===== src/rtl/rale_pkg.sv =====
// Shared types and constants of the record list engine.
// Used by rale_ctrl, rale_datapath and record_array_list_engine_top.
package rale_pkg;

    localparam int KEY_HEAD_W = 64;
    localparam int KEY_TAIL_W = 8;
    localparam int ID_W       = 64;
    localparam int GRADE_W    = 16;
    localparam int REC_W      = KEY_HEAD_W + KEY_TAIL_W + ID_W + GRADE_W;
    localparam int POS_W      = 8;

    localparam logic [1:0] KIND_INSERT = 2'd0;
    localparam logic [1:0] KIND_DELETE = 2'd1;
    localparam logic [1:0] KIND_READ   = 2'd2;
    localparam logic [1:0] KIND_SEARCH = 2'd3;

    localparam logic [1:0] ST_OK       = 2'd0;
    localparam logic [1:0] ST_FULL     = 2'd1;
    localparam logic [1:0] ST_BADPOS   = 2'd2;
    localparam logic [1:0] ST_NOTFOUND = 2'd3;

    typedef struct packed {
        logic       load;
        logic       shift_up;
        logic       shift_dn;
        logic       put_new;
        logic       cnt_dec;
        logic       scan_rd;
        logic       take_read;
        logic       emit;
        logic       emit_rec;
        logic [1:0] emit_status;
    } t_dp_cmd;

    typedef struct packed {
        logic [1:0] kind;
        logic       full;
        logic       pos_ok;
        logic       more;
        logic       pend;
        logic       cmp_valid;
        logic       match;
    } t_dp_stat;

endpackage


===== src/rtl/rale_ctrl.sv =====
// Controller of the record list engine: sequences check, shift, scan and response.
// Depends on rale_pkg for command/status types and codes.
module rale_ctrl (
    input  logic                i_clk,
    input  logic                i_rst_n,
    input  logic                start,
    output logic                busy,
    output logic                o_done,
    input  rale_pkg::t_dp_stat  i_stat,
    output rale_pkg::t_dp_cmd   o_cmd
);

    localparam logic [2:0] S_IDLE  = 3'd0;
    localparam logic [2:0] S_CHECK = 3'd1;
    localparam logic [2:0] S_INS   = 3'd2;
    localparam logic [2:0] S_DEL   = 3'd3;
    localparam logic [2:0] S_SCAN  = 3'd4;
    localparam logic [2:0] S_RESP  = 3'd5;

    logic [2:0] r_state, n_state;
    logic [1:0] r_code, n_code;
    logic       r_rec, n_rec;
    logic       r_done, n_done;

    always_ff @(posedge i_clk) begin
        if (!i_rst_n) begin
            r_state <= S_IDLE;
            r_code  <= rale_pkg::ST_OK;
            r_rec   <= 1'b0;
            r_done  <= 1'b0;
        end else begin
            r_state <= n_state;
            r_code  <= n_code;
            r_rec   <= n_rec;
            r_done  <= n_done;
        end
    end

    always_comb begin
        o_cmd   = '0;
        n_state = r_state;
        n_code  = r_code;
        n_rec   = r_rec;
        n_done  = 1'b0;
        case (r_state)
            S_IDLE: begin
                if (start) begin
                    o_cmd.load = 1'b1;
                    n_state    = S_CHECK;
                end
            end
            S_CHECK: begin
                n_rec  = 1'b0;
                n_code = rale_pkg::ST_BADPOS;
                case (i_stat.kind)
                    rale_pkg::KIND_INSERT: begin
                        if (i_stat.full) begin
                            n_code  = rale_pkg::ST_FULL;
                            n_state = S_RESP;
                        end else if (!i_stat.pos_ok) begin
                            n_state = S_RESP;
                        end else begin
                            n_state = S_INS;
                        end
                    end
                    rale_pkg::KIND_DELETE: begin
                        n_state = i_stat.pos_ok ? S_DEL : S_RESP;
                    end
                    rale_pkg::KIND_READ: begin
                        if (i_stat.pos_ok) begin
                            o_cmd.take_read = 1'b1;
                            n_code          = rale_pkg::ST_OK;
                            n_rec           = 1'b1;
                        end
                        n_state = S_RESP;
                    end
                    default: begin
                        n_state = S_SCAN;
                    end
                endcase
            end
            S_INS: begin
                if (i_stat.more) begin
                    o_cmd.shift_up = 1'b1;
                end else if (!i_stat.pend) begin
                    o_cmd.put_new = 1'b1;
                    n_code        = rale_pkg::ST_OK;
                    n_rec         = 1'b0;
                    n_state       = S_RESP;
                end
            end
            S_DEL: begin
                if (i_stat.more) begin
                    o_cmd.shift_dn = 1'b1;
                end else if (!i_stat.pend) begin
                    o_cmd.cnt_dec = 1'b1;
                    n_code        = rale_pkg::ST_OK;
                    n_rec         = 1'b0;
                    n_state       = S_RESP;
                end
            end
            S_SCAN: begin
                if (i_stat.cmp_valid && i_stat.match) begin
                    o_cmd.emit        = 1'b1;
                    o_cmd.emit_rec    = 1'b1;
                    o_cmd.emit_status = rale_pkg::ST_OK;
                    n_done            = 1'b1;
                    n_state           = S_IDLE;
                end else if (i_stat.more) begin
                    o_cmd.scan_rd = 1'b1;
                end else begin
                    o_cmd.emit        = 1'b1;
                    o_cmd.emit_status = rale_pkg::ST_NOTFOUND;
                    n_done            = 1'b1;
                    n_state           = S_IDLE;
                end
            end
            S_RESP: begin
                o_cmd.emit        = 1'b1;
                o_cmd.emit_rec    = r_rec;
                o_cmd.emit_status = r_code;
                n_done            = 1'b1;
                n_state           = S_IDLE;
            end
            default: begin
                n_state = S_IDLE;
            end
        endcase
    end

    assign busy   = (r_state != S_IDLE);
    assign o_done = r_done;

endmodule


===== config.mk =====
export PLATFORM = sky130hd
export DESIGN_NAME = rale_ctrl
export DESIGN_NICKNAME = d
export VERILOG_FILES = /design/src/rtl/rale_pkg.sv /design/src/rtl/rale_ctrl.sv
export SDC_FILE = /design/constraint.sdc
export NUM_CORES = 1
export LEC_CHECK = 0
export ABC_CLOCK_PERIOD_IN_PS = 2500
export CAP_MARGIN = 5
export CORE_AREA = 2 2 39 41
export CTS_BUF_LIST = sky130_fd_sc_hd__clkbuf_2 sky130_fd_sc_hd__clkbuf_4 sky130_fd_sc_hd__clkbuf_8
export CTS_CLUSTER_DIAMETER = 150
export DETAILED_ROUTE_END_ITERATION = 10
export DIE_AREA = 0 0 41 43
export DONT_BUFFER_PORTS = 1
export SETUP_SLACK_MARGIN = 0.15
export SLEW_MARGIN = 20
export SYNTH_ARGS = -nofsm -noshare
export SYNTH_HDL_FRONTEND = slang
export SYNTH_SLANG_ARGS = --single-unit
export TNS_END_PERCENT = 1

===== constraint.sdc =====
create_clock -name i_clk -period 2.5 [get_ports i_clk]
set_input_delay 0.25 -clock i_clk [delete_from_list [all_inputs] [get_ports i_clk]]
set_output_delay 0.25 -clock i_clk [all_outputs]
set_load 0.005 [all_outputs]

Word level (Yosys, flattened, before mapping)
Index checks and enable logic that the tools add are counted.
{"block": "word_totals", "regBits": 7, "inputBits": 11, "output_inout_bits": 13, "elab_cells": 63}
{"block": "op_classes", "n_eq_ne": 11, "mux": 40, "n_reduce_logical": 8}
{"operator": "$mux W3", "n": 8}
{"operator": "$mux W1", "n": 19}
{"operator": "$mux W2", "n": 6}
{"operator": "$pmux W3 S4", "n": 1}
{"operator": "$pmux W3 S3", "n": 1}
{"operator": "$pmux W2 S2", "n": 2}
{"operator": "$pmux W4 S2", "n": 1}
{"operator": "$eq A3 B2 Y1 const B", "n": 2}
{"operator": "$eq A3 B3 Y1 const B", "n": 2}
{"operator": "$ne A2 B2 Y1 const B", "n": 3}
{"operator": "$pmux W1 S2", "n": 2}
{"operator": "$reduce_and A4 Y1", "n": 1}
{"operator": "$eq A3 B1 Y1 const B", "n": 1}
{"operator": "$logic_not A3 Y1", "n": 1}
{"operator": "$ne A3 B3 Y1 const B", "n": 1}
{"operator": "$reduce_and A3 Y1", "n": 1}
{"operator": "$reduce_bool A3 Y1", "n": 1}
{"operator": "$eq A2 B1 Y1 const B", "n": 1}
{"operator": "$eq A2 B2 Y1 const B", "n": 1}
{"operator": "$logic_not A2 Y1", "n": 1}
{"operator": "$reduce_bool A2 Y1", "n": 1}
{"operator": "$reduce_or A2 Y1", "n": 1}
{"operator": "$logic_and A1 B1 Y1", "n": 1}

Depth between registers and ports, before layout
Gate-level depths: netlist (run 1).
{"block": "logic_depth", "ltp_word": 4, "mapped_depth": 6, "ltp_nobuf": 6}

Worst setup path before layout (run 1)
OpenSTA, ideal clock, no wires.
{"block": "synth_path", "path_type": "register to register", "startpoint": "reg r_state[1]", "endpoint": "reg r_rec", "setup_time_ps": 117, "t_arrival_ps": 1217, "required_time_ps": 2383, "path_slack_ps": 1166, "path_stages_with_launch": 5, "n_path_buf": 0, "period_less_slack_ps": 1334, "path_cell_list": "dfxtp_1 -> or3b_4 -> or2_4 -> a31oi_1 -> nor2b_1"}
{"block": "synth_via", "elab_chain_cells": 4, "elab_cells_between_ends": 9, "classes_between": "eq/ne: 5; mux: 1; reduce/logical: 3"}
{"item": "start: declaration", "line": "rale_ctrl.sv:20", "text": "logic [2:0] r_state, n_state;"}
{"item": "start signal: assignment", "line": "rale_ctrl.sv:32", "text": "r_state <= n_state;"}
{"item": "$eq A3 B2 Y1", "line": "rale_ctrl.sv:45", "text": "case (r_state)"}
{"item": "$reduce_or A2 Y1 (no line)"}
{"item": "$ne A2 B2 Y1 (no line) / $reduce_bool A2 Y1 (equally long branches)"}
{"item": "$reduce_and A3 Y1 (no line)"}
{"item": "end signal: assignment", "line": "rale_ctrl.sv:34", "text": "r_rec <= n_rec;"}
{"item": "end: declaration", "line": "rale_ctrl.sv:22", "text": "logic r_rec, n_rec;"}
Several ways; a longest one is shown, not always the timed one.
A chain may end at the register's enable or synchronous reset.

==> impl_metrics.env, run 1 <==
export IMPL_outcome="finished clean"
export IMPL_detailedPlacementHpwl_microns=903
export IMPL_leading_register_cell_type_out_of_synthesis="sky130_fd_sc_hd__dfxtp_1"
export IMPL_maxSlewHeadroom_pct=71.9
export IMPL_ff_latch_count_synth=7
export IMPL_grt_antenna_before_repair=0
export IMPL_reg2reg_to="r_state[1]"
export IMPL_gr_total_overflow=0
export IMPL_cts_tree="done"
export IMPL_slowest_cell_on_the_critical_path="sky130_fd_sc_hd__dfxtp_1"
export IMPL_grt_start_max_net_pins=14
export IMPL_hold_path_sink="r_state[2]"
export IMPL_postCtsSetupRepairBufs=0
export IMPL_die_x_microns=41
export IMPL_antenna_diode_count=0
export IMPL_dp_cells=86
export IMPL_post_layout_minimum_cycle_time_ns=1.74
export IMPL_synth_top_cell_by_area="sky130_fd_sc_hd__dfxtp_1"
export IMPL_avgViaCountPerCell=5.78
export IMPL_async_reset_ff_share_pct=0
export IMPL_drive_gt1_share_pct=9.46
export IMPL_critical_path_arrival_ns=1.49
export IMPL_worst_setup_path_class="reg2out"
export IMPL_number_of_maximum_capacitance_violations=0
export IMPL_grt_pass1_wl_mm=1.59
export IMPL_holdPathStages=1
export IMPL_final_setup_skew_ns=0.00654
export IMPL_slew_violations=0
export IMPL_synth_warning_count=0
export IMPL_gp_congestion=0.759
export IMPL_rr_worst_depth=4
export IMPL_yosys_top_cells_area="sky130_fd_sc_hd__dfxtp_1 (26%), sky130_fd_sc_hd__ha_1 (12%), sky130_fd_sc_hd__a21oi_1 (6.5%)"
export IMPL_synth_avg_cell_area_sq_um=7.54
export IMPL_drt_initial_drc_count=18
export IMPL_cts_htree_levels=1
export IMPL_setup_viol=0
export IMPL_wl_mm=1.14
export IMPL_bufs_and_invs_on_worst_path=0
export IMPL_critPathTopFamily="simple AND/OR/NAND/NOR gates"
export IMPL_setup_repair_after_global_routing_missed_its_margin="false"
export IMPL_synth_yosys_seq_area_share_pct=25.8
export IMPL_fmaxAchievable_ghz=0.575
export IMPL_initial_standard_cell_utilization_of_the_core_pct=39.2
export IMPL_crit_path_max_incr_delay_ns=0.53
export IMPL_worst_ep_required_time_ns=2.25
export IMPL_timing_final_hold_violations=0
export IMPL_finalNonFillerCells=90
export IMPL_io_buffers=0
export IMPL_holdCritStartpoint="i_rst_n"
export IMPL_crit_reg2reg_launch="r_state[0]"
export IMPL_tightestPinTransition_ns=0.421
export IMPL_num_io_pins=24
export IMPL_path_cells="nor3b_1, and3_1"
export IMPL_track_usage_pct=13.7
export IMPL_clock_root_buffer="sky130_fd_sc_hd__clkbuf_4"
export IMPL_core_box_area_sq_um=1380
export IMPL_clock_transition_at_the_register_clock_pins_on_the_worst_setup_and_hold_paths_after_cts_ns=0.05
export IMPL_yosysMostFrequentCell="sky130_fd_sc_hd__nor2_1"
export IMPL_regToRegSetupSlack_ns=0.96
export IMPL_routed_wire_length_per_instance_microns=12.7
export IMPL_clock_insertion_delay_worst_skew_ns=0.26
export IMPL_grt_pass1_vias=394
export IMPL_cts_hold_buffers=0
export IMPL_die_height_microns=43
export IMPL_vdd_ir_drop_worst_v=0.000291
export IMPL_cts_repair_resized=0
export IMPL_core_rows=14
export IMPL_fp_dieArea_sq_um=1760
export IMPL_timing_critical_path_from_type="register"
export IMPL_vias=520
export IMPL_crit_path_end_kind="output port"
export IMPL_leakagePower_nw=0.238
export IMPL_postSynthNetCount=88
export IMPL_synth_edf_count=0
export IMPL_tritoncts_num_buffers=3
export IMPL_syn_cell_area_sq_um=543
export IMPL_worstHoldPathType="in2reg"
export IMPL_post_route_drc_count=0
export IMPL_cts_sinks=7
export IMPL_layout_area_overhead_vs_synth_pct=7.14
export IMPL_antenna_left=0
export IMPL_critPathMaxFanout=13
export IMPL_synth_lib_cells_used_distinct=30
export IMPL_synth_cells=72
export IMPL_ctsLongestPathBuffers=2
export IMPL_finalNetCount=91
export IMPL_yosysTopAreaCellShare_pct=25.8
export IMPL_period_share_pct=69.5
export IMPL_power_per_unit_of_standard_cell_area_nw_per_um2=618
export IMPL_setup_tns_final_ns=0
export IMPL_drt_pass1_iterations=4
export IMPL_synth_cells_most_frequent="sky130_fd_sc_hd__nor2_1 (9), sky130_fd_sc_hd__a21oi_1 (7), sky130_fd_sc_hd__dfxtp_1 (7)"
## report_power, final
group | switching [W] | internal (W)
clock | 0.0000423 | 0.0000718
combinational | 0.0000521 | 0.0000454
sequential | 0.0000224 | 0.000126
## layout by cell type (no fill, tap or decap), types with 2 or more instances in the layout
cell and count:
sky130_fd_sc_hd__nor2_1 9, sky130_fd_sc_hd__a21oi_1 7, sky130_fd_sc_hd__dfxtp_1 7, sky130_fd_sc_hd__nand2_1 5, sky130_fd_sc_hd__ha_1 5, sky130_fd_sc_hd__inv_1 4, sky130_fd_sc_hd__nand2b_1 4, sky130_fd_sc_hd__nor3_1 4
sky130_fd_sc_hd__clkbuf_4 4, sky130_fd_sc_hd__o21ai_0 3, sky130_fd_sc_hd__nand3_1 2, sky130_fd_sc_hd__nor2b_1 2, sky130_fd_sc_hd__o31ai_1 2
## registers in the layout, indices dropped and copies added (netlist names)
| register | cells |
|---|---|
| o_done | 1 |
| r_code | 2 |
| r_rec | 1 |
| r_state | 3 |
## worst reg2reg max path: stages, from the launching register on
cell and delay [ns]:
sky130_fd_sc_hd__dfxtp_1 0.53, sky130_fd_sc_hd__nor3b_1 0.43, sky130_fd_sc_hd__o211ai_1 0.16, sky130_fd_sc_hd__o22a_1 0.20, sky130_fd_sc_hd__nor3_1 0.14
## final cells by class
cell class / count / area, sq um
clock buffers: 4 / 30.0
well taps: 16 / 20.0
multi-input cells: 59 / 377
flip-flops and latches: 7 / 140
inverters: 4 / 15.0
fillers: 151 / 802
## worst max path at each step
stage / start / end / slack, ns / depth (start not counted)
floorplan: r_state[1] / r_rec / 1.17 / 4
global placement: r_state[0] / r_state[1] / 1.06 / 4
detailed placement: r_state[0] / r_state[1] / 0.97 / 4
CTS: r_state[0] / o_cmd[4] / 0.75 / 2
global route: r_state[0] / o_cmd[4] / 0.66 / 2
finish: r_state[0] / o_cmd[4] / 0.76 / 2
## routing by layer
metal  vias up  global-route usage [%]  routed length (microns)  share of wire, %
met2        33                    19.1                      506                44
met4         0                    10.0                       27               2.4
li1        256                       -                        -                 -
met1       228                    17.4                      495                43
met5         -                       0                        0                 0
met3         3                    3.14                      114                10
## per-stage QoR
stage                     setup slack [ns]  total power, W  hold WS (ns)  utilization [%]  area (sq um)
final                                0.762        0.000360         0.115             42.0           582
after detailed placement             0.970        0.000248         0.378             39.9           552
after global placement                1.06        0.000248         0.370             39.9           552
after floorplan                       1.17        0.000232         0.367                -           543
after global routing                 0.658        0.000385         0.110             42.0           582
after CTS                            0.747        0.000365         0.113             42.0           582
## cell families after synthesis
family	Yosys count	synth area share, %
adder cells (fa/ha/maj)	5	11.5
buffers and inverters	6	4.84
AND/OR/NAND/NOR	35	35.5
AO/OA/AOI/OAI	18	20.5
multiplexers	1	1.84
flip-flops	7	25.8
No activity file was read; power rests on OpenSTA's default activity.
==> run 2: changes to the inputs <==
--- a/config.mk
+++ b/config.mk
@@ -5,7 +5,7 @@
 export SDC_FILE = /design/constraint.sdc
 export NUM_CORES = 1
 export LEC_CHECK = 0
-export ABC_CLOCK_PERIOD_IN_PS = 2500
+export ABC_CLOCK_PERIOD_IN_PS = 1500
 export CAP_MARGIN = 5
 export CORE_AREA = 2 2 39 41
 export CTS_BUF_LIST = sky130_fd_sc_hd__clkbuf_2 sky130_fd_sc_hd__clkbuf_4 sky130_fd_sc_hd__clkbuf_8
==> constraint.sdc (replaced) <==
create_clock -name i_clk -period 1.5 [get_ports i_clk]
set_input_delay 0.15 -clock i_clk [delete_from_list [all_inputs] [get_ports i_clk]]
set_output_delay 0.15 -clock i_clk [all_outputs]
set_load 0.005 [all_outputs]
==> impl_metrics.env, run 2 (same netlist as run 1, synthesis figures left out) <==
export IMPL_number_of_maximum_capacitance_violations=0
export IMPL_drive_gt1_share_pct=30.8
export IMPL_holdCritStartpoint="i_rst_n"
export IMPL_critPathMaxFanout=7
export IMPL_track_usage_pct=15.3
export IMPL_grt_start_max_net_pins=10
export IMPL_drt_initial_drc_count=5
export IMPL_timing_final_hold_violations=0
export IMPL_grt_pass1_vias=447
export IMPL_die_height_microns=43
export IMPL_antenna_diode_count=0
export IMPL_detailedPlacementHpwl_microns=944
export IMPL_die_x_microns=41
export IMPL_vdd_ir_drop_worst_v=0.000360
export IMPL_outcome="finished clean"
export IMPL_setup_tns_final_ns=0
export IMPL_cts_tree="done"
export IMPL_vias=503
export IMPL_avgViaCountPerCell=5.35
export IMPL_critical_path_arrival_ns=1.21
export IMPL_tightestPinTransition_ns=0.410
export IMPL_largest_register_ffs=3
export IMPL_fp_dieArea_sq_um=1760
export IMPL_finalNetCount=95
export IMPL_layout_commonest_cell="sky130_fd_sc_hd__nor2_1"
export IMPL_gp_congestion=0.703
export IMPL_cts_sinks=7
export IMPL_crit_reg2reg_launch="r_state[1]"
export IMPL_worstHoldPathType="in2reg"
export IMPL_num_io_pins=24
export IMPL_io_buffers=0
export IMPL_maxSlewHeadroom_pct=72.0
export IMPL_worst_ep_required_time_ns=1.35
export IMPL_fmaxAchievable_ghz=0.737
export IMPL_crit_path_end_kind="output port"
export IMPL_clock_root_buffer="sky130_fd_sc_hd__clkbuf_4"
export IMPL_core_box_area_sq_um=1380
export IMPL_post_route_drc_count=0
export IMPL_max_flop_register="r_state"
export IMPL_post_route_worst_setup_slack_ns=0.144
export IMPL_layout_top_registers="r_state (3), r_code (2)"
export IMPL_clock_insertion_delay_worst_skew_ns=0.26
export IMPL_setup_viol=0
export IMPL_cts_htree_levels=1
export IMPL_drt_pass1_iterations=2
export IMPL_slew_violations=0
export IMPL_period_share_pct=90.4
export IMPL_leakagePower_nw=0.269
export IMPL_clock_transition_at_the_register_clock_pins_on_the_worst_setup_and_hold_paths_after_cts_ns=0.05
export IMPL_initial_standard_cell_utilization_of_the_core_pct=39.2
export IMPL_final_setup_skew_ns=0.00417
export IMPL_timing_critical_path_from="r_state[1]"
export IMPL_post_layout_total_power_w=0.000674
export IMPL_gr_total_overflow=0
export IMPL_layout_area_overhead_vs_synth_pct=23.3
export IMPL_core_rows=14
export IMPL_wl_mm=1.22
export IMPL_setup_repair_after_global_routing_missed_its_margin="true"
export IMPL_power_per_unit_of_standard_cell_area_nw_per_um2=1010
export IMPL_antenna_left=0
export IMPL_cts_hold_buffers=0
export IMPL_detailedPlace_worstSlack_ns=0.213
export IMPL_ctsLongestPathBuffers=2
export IMPL_tritoncts_num_buffers=3
export IMPL_post_layout_minimum_cycle_time_ns=1.36
export IMPL_routed_wire_length_per_instance_microns=13.0
export IMPL_grt_pass1_wl_mm=1.81
export IMPL_postLayoutCoreUtil_pct=48.4
export IMPL_grt_antenna_before_repair=0
export IMPL_timing_critical_path_from_type="register"
export IMPL_worst_setup_path_class="reg2out"
export IMPL_mostFrequentLayoutCells="sky130_fd_sc_hd__nor2_1 (7), sky130_fd_sc_hd__ha_1 (5), sky130_fd_sc_hd__dfxtp_1 (5)"
export IMPL_holdWs_ns=0.00397
==> run 2: cell count changes in the layout (fill, tap and decap cells not counted), sizes merged <==
cell	previous run	this run
buf	0	4
==> run 2: where the power goes <==
part           internal (W)  total (W)  switching (W)
Clock              0.000120   0.000194      0.0000743
Combinational      0.000118   0.000246       0.000128
Sequential         0.000212   0.000234      0.0000225
==> run 2: through the flow <==
| step | instance area (sq um) | instances |
|---|---|---|
| after floorplan | 543 | 72 |
| after global placement | 574 | 89 |
| after detailed placement | 574 | 89 |
| after CTS | 628 | 94 |
| after global routing | 669 | 94 |
| final | 669 | 94 |
==> run 2: area by class of cell <==
cell class,count,area [sq um]
flip-flops and latches,7,143
well taps,16,20.0
multi-input cells,59,432
inverters,4,15.0
repair buffers,4,30.0
fillers,139,714
clock buffers,4,30.0
==> run 2: path summary, 6_finish.rpt <==
| path | end | slack [ns] | cells after the start |
|---|---|---|---|
| max | o_cmd[10] | 0.14 | 3 |
| min | r_state[2] | 0.004 | 1 |
| max reg2reg | r_rec | 0.21 | 4 |
| min reg2reg | r_code[0] | 0.49 | 2 |
==> run 2: layer usage <==
layer / routed length, microns / GRT usage [%]
met5: 0 / 0
met4: 31 / 14.0
met3: 75 / 1.57
met2: 591 / 23.1
met1: 526 / 17.5
==> run 2: timing repair <==
item,in CTS,in global routing
setup buffers,1,0
setup endpoints to repair,5,11
pin swaps,0,2
gates resized for setup,4,11
==> run 2: critical path: stages, from the launching register on <==
cell and delay [ns]:
sky130_fd_sc_hd__dfxtp_1 0.30, sky130_fd_sc_hd__buf_4 0.15, sky130_fd_sc_hd__or3_1 0.36, sky130_fd_sc_hd__nor2_1 0.14
